--- src/fmr_pkg.sv ---
// Shared constants and types for the multitap feedback delay reverb.
// Used by fmr_ctrl, fmr_datapath and feedback_multitap_reverb; depends on nothing.
package fmr_pkg;

    localparam int DEF_BUFFER_DEPTH = 131072;
    localparam int DEF_SAMPLE_WIDTH = 24;

    localparam int GAIN_W         = 16;
    localparam int DELAY_W        = 17;
    localparam int LP_FRAC        = 8;
    localparam int MIN_DEPTH_LOG2 = 10;
    localparam int MOD_STEPS      = DELAY_W - MIN_DEPTH_LOG2 + 1;
    localparam int NUM_TAPS       = 3;
    localparam int TAP_SEL_W      = 2;

    localparam int CFG_INDEX_W = 3;
    localparam int CFG_DATA_W  = DELAY_W;

    localparam logic [CFG_INDEX_W-1:0] CFG_ENABLE      = 3'd0;
    localparam logic [CFG_INDEX_W-1:0] CFG_FB_GAIN     = 3'd1;
    localparam logic [CFG_INDEX_W-1:0] CFG_LP_COEFF    = 3'd2;
    localparam logic [CFG_INDEX_W-1:0] CFG_DELAY_LONG  = 3'd3;
    localparam logic [CFG_INDEX_W-1:0] CFG_DELAY_MID   = 3'd4;
    localparam logic [CFG_INDEX_W-1:0] CFG_DELAY_SHORT = 3'd5;

    localparam logic [TAP_SEL_W-1:0] TAP_LONG  = 2'd0;
    localparam logic [TAP_SEL_W-1:0] TAP_MID   = 2'd1;
    localparam logic [TAP_SEL_W-1:0] TAP_SHORT = 2'd2;

    localparam logic                RST_ENABLE      = 1'b1;
    localparam logic [GAIN_W-1:0]   RST_FB_GAIN     = 16'd0;
    localparam logic [GAIN_W-1:0]   RST_LP_COEFF    = 16'd214;
    localparam logic [DELAY_W-1:0]  RST_DELAY_LONG  = 17'd4800;
    localparam logic [DELAY_W-1:0]  RST_DELAY_MID   = 17'd1584;
    localparam logic [DELAY_W-1:0]  RST_DELAY_SHORT = 17'd720;

    typedef struct packed {
        logic                enable;
        logic [GAIN_W-1:0]   fb_gain;
        logic [GAIN_W-1:0]   lp_coeff;
        logic [DELAY_W-1:0]  delay_long;
        logic [DELAY_W-1:0]  delay_mid;
        logic [DELAY_W-1:0]  delay_short;
    } t_cfg;

    typedef struct packed {
        logic in_valid;
        logic out_ready;
        logic enable;
    } t_ctrl_status;

    typedef struct packed {
        logic                 load_out;
        logic                 advance;
        logic                 wr_en;
        logic                 rd_en;
        logic [TAP_SEL_W-1:0] rd_sel;
        logic                 mul_en;
        logic                 acc_clr;
        logic                 acc_en;
        logic                 lp_diff;
        logic                 lp_mul;
        logic                 lp_upd;
    } t_dp_cmd;

endpackage

--- src/fmr_ctrl.sv ---
// Sequencing state machine of the reverb: handshakes and datapath commands.
// Depends on fmr_pkg for the status and command structs.
module fmr_ctrl
    import fmr_pkg::*;
(
    input  logic         i_clk,
    input  logic         i_rst_n,
    input  t_ctrl_status i_status,
    output t_dp_cmd      o_cmd,
    output logic         o_in_ready,
    output logic         o_out_valid
);

    typedef enum logic [9:0] {
        S_IDLE  = 10'b0000000001,
        S_WRITE = 10'b0000000010,
        S_RD0   = 10'b0000000100,
        S_RD1   = 10'b0000001000,
        S_RD2   = 10'b0000010000,
        S_MUL   = 10'b0000100000,
        S_ACC   = 10'b0001000000,
        S_LPD   = 10'b0010000000,
        S_LPM   = 10'b0100000000,
        S_LPU   = 10'b1000000000
    } t_state;

    t_state r_state;
    t_state n_state;
    logic   r_out_valid;
    logic   n_out_valid;
    logic   c_ready;
    logic   c_accept;

    assign c_ready     = (r_state == S_IDLE) && (!r_out_valid || i_status.out_ready);
    assign c_accept    = i_status.in_valid && c_ready;
    assign o_in_ready  = c_ready;
    assign o_out_valid = r_out_valid;

    always_comb begin
        n_out_valid = r_out_valid;
        if (c_accept) begin
            n_out_valid = 1'b1;
        end else if (i_status.out_ready) begin
            n_out_valid = 1'b0;
        end
    end

    always_comb begin
        o_cmd          = '0;
        o_cmd.load_out = c_accept;
        n_state        = r_state;
        unique case (r_state)
            S_IDLE: begin
                if (c_accept && i_status.enable) begin
                    o_cmd.advance = 1'b1;
                    n_state       = S_WRITE;
                end
            end
            S_WRITE: begin
                o_cmd.wr_en   = 1'b1;
                o_cmd.acc_clr = 1'b1;
                n_state       = S_RD0;
            end
            S_RD0: begin
                o_cmd.rd_en  = 1'b1;
                o_cmd.rd_sel = TAP_LONG;
                n_state      = S_RD1;
            end
            S_RD1: begin
                o_cmd.rd_en  = 1'b1;
                o_cmd.rd_sel = TAP_MID;
                o_cmd.mul_en = 1'b1;
                n_state      = S_RD2;
            end
            S_RD2: begin
                o_cmd.rd_en  = 1'b1;
                o_cmd.rd_sel = TAP_SHORT;
                o_cmd.mul_en = 1'b1;
                o_cmd.acc_en = 1'b1;
                n_state      = S_MUL;
            end
            S_MUL: begin
                o_cmd.mul_en = 1'b1;
                o_cmd.acc_en = 1'b1;
                n_state      = S_ACC;
            end
            S_ACC: begin
                o_cmd.acc_en = 1'b1;
                n_state      = S_LPD;
            end
            S_LPD: begin
                o_cmd.lp_diff = 1'b1;
                n_state       = S_LPM;
            end
            S_LPM: begin
                o_cmd.lp_mul = 1'b1;
                n_state      = S_LPU;
            end
            S_LPU: begin
                o_cmd.lp_upd = 1'b1;
                n_state      = S_IDLE;
            end
            default: begin
                n_state = S_IDLE;
            end
        endcase
    end

    always_ff @(posedge i_clk) begin
        if (!i_rst_n) begin
            r_state     <= S_IDLE;
            r_out_valid <= 1'b0;
        end else begin
            r_state     <= n_state;
            r_out_valid <= n_out_valid;
        end
    end

endmodule

--- config.mk ---
export PLATFORM = sky130hd
export DESIGN_NAME = fmr_ctrl
export DESIGN_NICKNAME = d
export VERILOG_FILES = /design/src/fmr_pkg.sv /design/src/fmr_ctrl.sv
export SDC_FILE = /design/constraint.sdc
export NUM_CORES = 1
export LEC_CHECK = 0
export ABC_AREA = 1
export BUFFER_PORTS_ARGS = -buffer_cell sky130_fd_sc_hd__buf_2
export CORE_MARGIN = 2
export CORE_UTILIZATION = 53
export CTS_BUF_LIST = sky130_fd_sc_hd__clkbuf_16
export DETAILED_ROUTE_END_ITERATION = 10
export PLACE_DENSITY_LB_ADDON = 0.05
export SETUP_SLACK_MARGIN = 0.2
export SLEW_MARGIN = 20
export SYNTH_ARGS = -nofsm -noshare
export SYNTH_HDL_FRONTEND = slang
export SYNTH_SLANG_ARGS = --single-unit
--- constraint.sdc ---
create_clock -name i_clk -period 3.55 [get_ports i_clk]
set_clock_uncertainty 0.1 [all_clocks]
set_input_delay 0.355 -clock i_clk [delete_from_list [all_inputs] [get_ports i_clk]]
set_output_delay 0.355 -clock i_clk [all_outputs]
set_load 0.03 [all_outputs]
Word level (Yosys, flattened, before mapping):

Index checks and enable logic that the tools add are counted.

* bits in registers: 11
* latch bits: 0
* RAM bits: 0
* memory bits (read-only): 0
* output and inout bits: 14
* memories kept: 0

* add/subtract/negate cells: 0
* $mul: 0
* div/mod/pow operators: 0
* magnitude comparators: 0
* equality and inequality tests: 11
* shift-type cells: 0
* muxes and demuxes: 13
* bitwise operators: 0
* reductions and logical operators: 8

Operators with widths (number)
* 10-bit one-hot mux with 9 select lines: 1
* 10-bit by 1-bit equality test with 1-bit output, second input constant: 1
* 10-bit equality test, second input constant: 1
* 10-bit by 2-bit equality test with 1-bit output, second input constant: 1
* 10-bit by 3-bit equality test with 1-bit output, second input constant: 1
* 10-bit by 4-bit equality test with 1-bit output, second input constant: 1
* 10-bit by 5-bit equality test with 1-bit output, second input constant: 1
* 10-bit by 6-bit equality test with 1-bit output, second input constant: 1
* 10-bit by 7-bit equality test with 1-bit output, second input constant: 1
* 10-bit by 8-bit equality test with 1-bit output, second input constant: 1
* 10-bit by 9-bit equality test with 1-bit output, second input constant: 1
* 1-bit 2-to-1 mux: 10
* 10-bit 2-to-1 mux: 1
* 3-bit one-hot mux with 3 select lines: 1
* 3-bit OR reduction: 2
* 1-bit logical AND: 3
* 2-bit by 1-bit inequality test with 1-bit output, second input constant: 1
* 2-bit nonzero test: 1
* 1-bit zero test: 1
* 1-bit logical OR: 1

Depth between registers and ports, before layout:

* depth after elaboration: 7
* gate-level depth with buffers: 9
* gate-level depth less buffers: 9

Worst setup path before layout:

No wires, ideal clock.

* kind: register to output
* from: register r_state[5]
* to: output port o_cmd[0] (netlist name)
* data arrival time: 1.536 ns
* required time: 3.095 ns
* setup slack: 1.559 ns
* cell stages (with the launch flop): 4
* cell sequence: dfxtp_1 nor2_2 nand2_4 nor4_1

RTL lines
* start: declaration: line fmr_ctrl.sv:27 `t_state r_state;`
* start signal: assignment: line fmr_ctrl.sv:114 `r_state <= n_state;`
* end: declaration: line fmr_ctrl.sv:9 `output t_dp_cmd o_cmd,`

==> metrics.txt <==
critical-path cell list=nor2_4, nand2_4, nor2_4, nand2_4, nor3b_4, nand2_2, inv_1, buf_2; Max Buffers Root-to-Sink=2; Worst Hold Slack=265 ps; post-synthesis cell count=101; global placer's final weighted congestion=0.823; Area Overhead vs Synth=24.5%; H-tree Lvls=1; Slew Limit Fails=0; DRT Wirelength=1.53 mm; gr usage total=22.0%; ant diodes=0; Max Cap Viol=0; HP Class=in2reg; initial core utilization=55.5%; Core Area=1270 sq um; Final Critical Period=2020 ps; Avg Cell Area, Syn=6.97 sq um; Seq/Total Area, Yosys=31.3%; Final ANT Viol Nets=0; number of global-route vias before repair=617; Post-layout nets=127; synthesized flop and latch total=11; clk_lat worst skew=240 ps; Max VDD drop=0.235 mV; Worst R2R Start=r_state[6]$_SDFFE_PN0P_; PortBufs=18; DR vias/cell=4.64; CTS Buf Count=3; Syn Std Cell Area=704 sq um; initial antenna violation count=0; num ports=19; Yosys warnings=0; FF+latch area=220 sq um; clock slew at reported path FFs=40 ps; Slowest cell on crit path=dfxtp_1; CTS resizes=0; Worst slew margin=75.8%; period utilization=56.8%; global route total overflow=0; Worst setup SP type=flip-flop; highest clock rate=0.496 GHz; detailed-route via count=631; die area=1640 sq um; Leakage Power=0.511 nW; Layout fillers=109; dpl ws=1790 ps; CTS root buf=clkbuf_16; power density over the cells=444 nW/um^2; setup_tns=0 ps; endpoint class of the critical path=output pin; Setup violations, final=0; worst-margin pin slew=361 ps; Cell Rows=13; Die H=40.5 um; PnR worst setup slack=1530 ps; Post-Synthesis Net Count=106; crit path max fanout=4; # hold bufs at CTS=0; Routed WL per cell=11.2 um; fraction of layout cells with a size suffix above 1=34.7%; Synth cell types=17; worst endpoint required time=3090 ps; initial DRC count=24; dpl cells=132; Largest stage delay, worst path=360 ps; Post-DP HPWL=1.18 mm; hold wc startpoint=i_status[0]; CP Data Arrival Time=1560 ps; Final Non-Filler Cells=136; CTS Sinks=11; die width=40.5 um; RSZ-0062 raised after global routing=no; status=completed; crit path launch=r_state[8]$_SDFFE_PN0P_; Top delay family on crit path=simple AND/OR/NAND/NOR gates; largest net degree at the start of global routing=8; endpoints failing hold=0; WP buf/inv=2; DRC errors left=0; global-route wire length before repair=2.33 mm; First-pass DRT Iterations=4; kind of critical path=reg2out; Tot Pwr=0.390 mW; Multi-input gate area=383 sq um; TritonCTS clock tree=done; Setup Fix Bufs, Post-CTS=0
==> logic make-up after synthesis <==
family          Yosys count  share of synthesized area, %
buf+inv                  25                          14.4
flops                    11                          31.3
simple gates             64                          53.1
compound gates            1                          1.24
==> synthesized netlist by cell type <==
cell type / number / area (sq um)
or2_1: 1 / 6.26
nor3b_4: 1 / 18.8
inv_2: 1 / 3.75
nand2_1: 14 / 52.6
nand3_2: 2 / 20.0
nor2_4: 3 / 33.8
dfxtp_1: 11 / 220
buf_4: 2 / 15.0
inv_1: 22 / 82.6
nand3_1: 9 / 45.0
nand2_4: 3 / 33.8
nand2_2: 3 / 18.8
nor4_1: 1 / 6.26
nor2_2: 5 / 31.3
nor3_4: 2 / 32.5
nor2_1: 20 / 75.1
a31o_2: 1 / 8.76
==> cell type report <==
type                       instances  area share [%]
multi-input combinational         65            43.7
sequential                        11            25.1
timing repair buffer              18            10.3
inverter                          23            9.84
clock buffer                       3            8.56
tap                               15            2.14
clock inverter                     1           0.428
==> flip-flops by register name (all words and copies together), names as in the netlist <==
register     flops
o_out_valid      1
r_state         10
==> power breakdown <==
group	switching [mW]	total (mW)	leakage [nW]	internal, mW
Clock	0.0580	0.206	0.0423	0.148
Combinational	0.0369	0.0547	0.379	0.0178
Sequential	0.00189	0.129	0.0891	0.127
==> final timing paths <==
kind	to	slack, ps	cells past startpoint
max	o_cmd[10]	1530	8
min	r_state[1]$_SDFFE_PN0P_	260	3
max reg2reg	r_state[6]$_SDFFE_PN0P_	2070	9
min reg2reg	r_state[7]$_SDFFE_PN0P_	540	3
==> layout by cell type (no fill, tap or decap), types with 2 or more instances in the layout <==
master | synthesis | layout
buf_2 | 0 | 18
clkbuf_16 | 0 | 3
dfxtp_1 | 11 | 11
inv_1 | 22 | 23
nand2_1 | 14 | 14
nand2_2 | 3 | 3
nand2_4 | 3 | 3
nand3_1 | 9 | 9
nand3_2 | 2 | 2
nor2_1 | 20 | 20
nor2_2 | 5 | 5
nor2_4 | 3 | 3
nor3_4 | 2 | 2
==> worst reg2reg max path, delay by kind of cell, from the launching register on <==
family                 cells  cell delay, ps
buffers and inverters      1              60
and+or+nand+nor            8             820
DFF                        1             400
==> layer usage <==
metal | part of all wire (%) | GRT usage, %
met4 | 1.8 | 14.2
met3 | 4.3 | 5.56
met5 | 0 | 0
met2 | 45 | 34.1
met1 | 49 | 26.7
==> stage by stage <==
| stage | area (sq um) | utilization, % |
|---|---|---|
| final | 877 | 69.1 |
| after global routing | 877 | 69.1 |
| after CTS | 877 | 69.1 |
| after detailed placement | 798 | 62.9 |
| after global placement | 798 | 62.9 |
| after floorplan | 704 | - |
No activity file was read; power rests on OpenSTA's default activity.
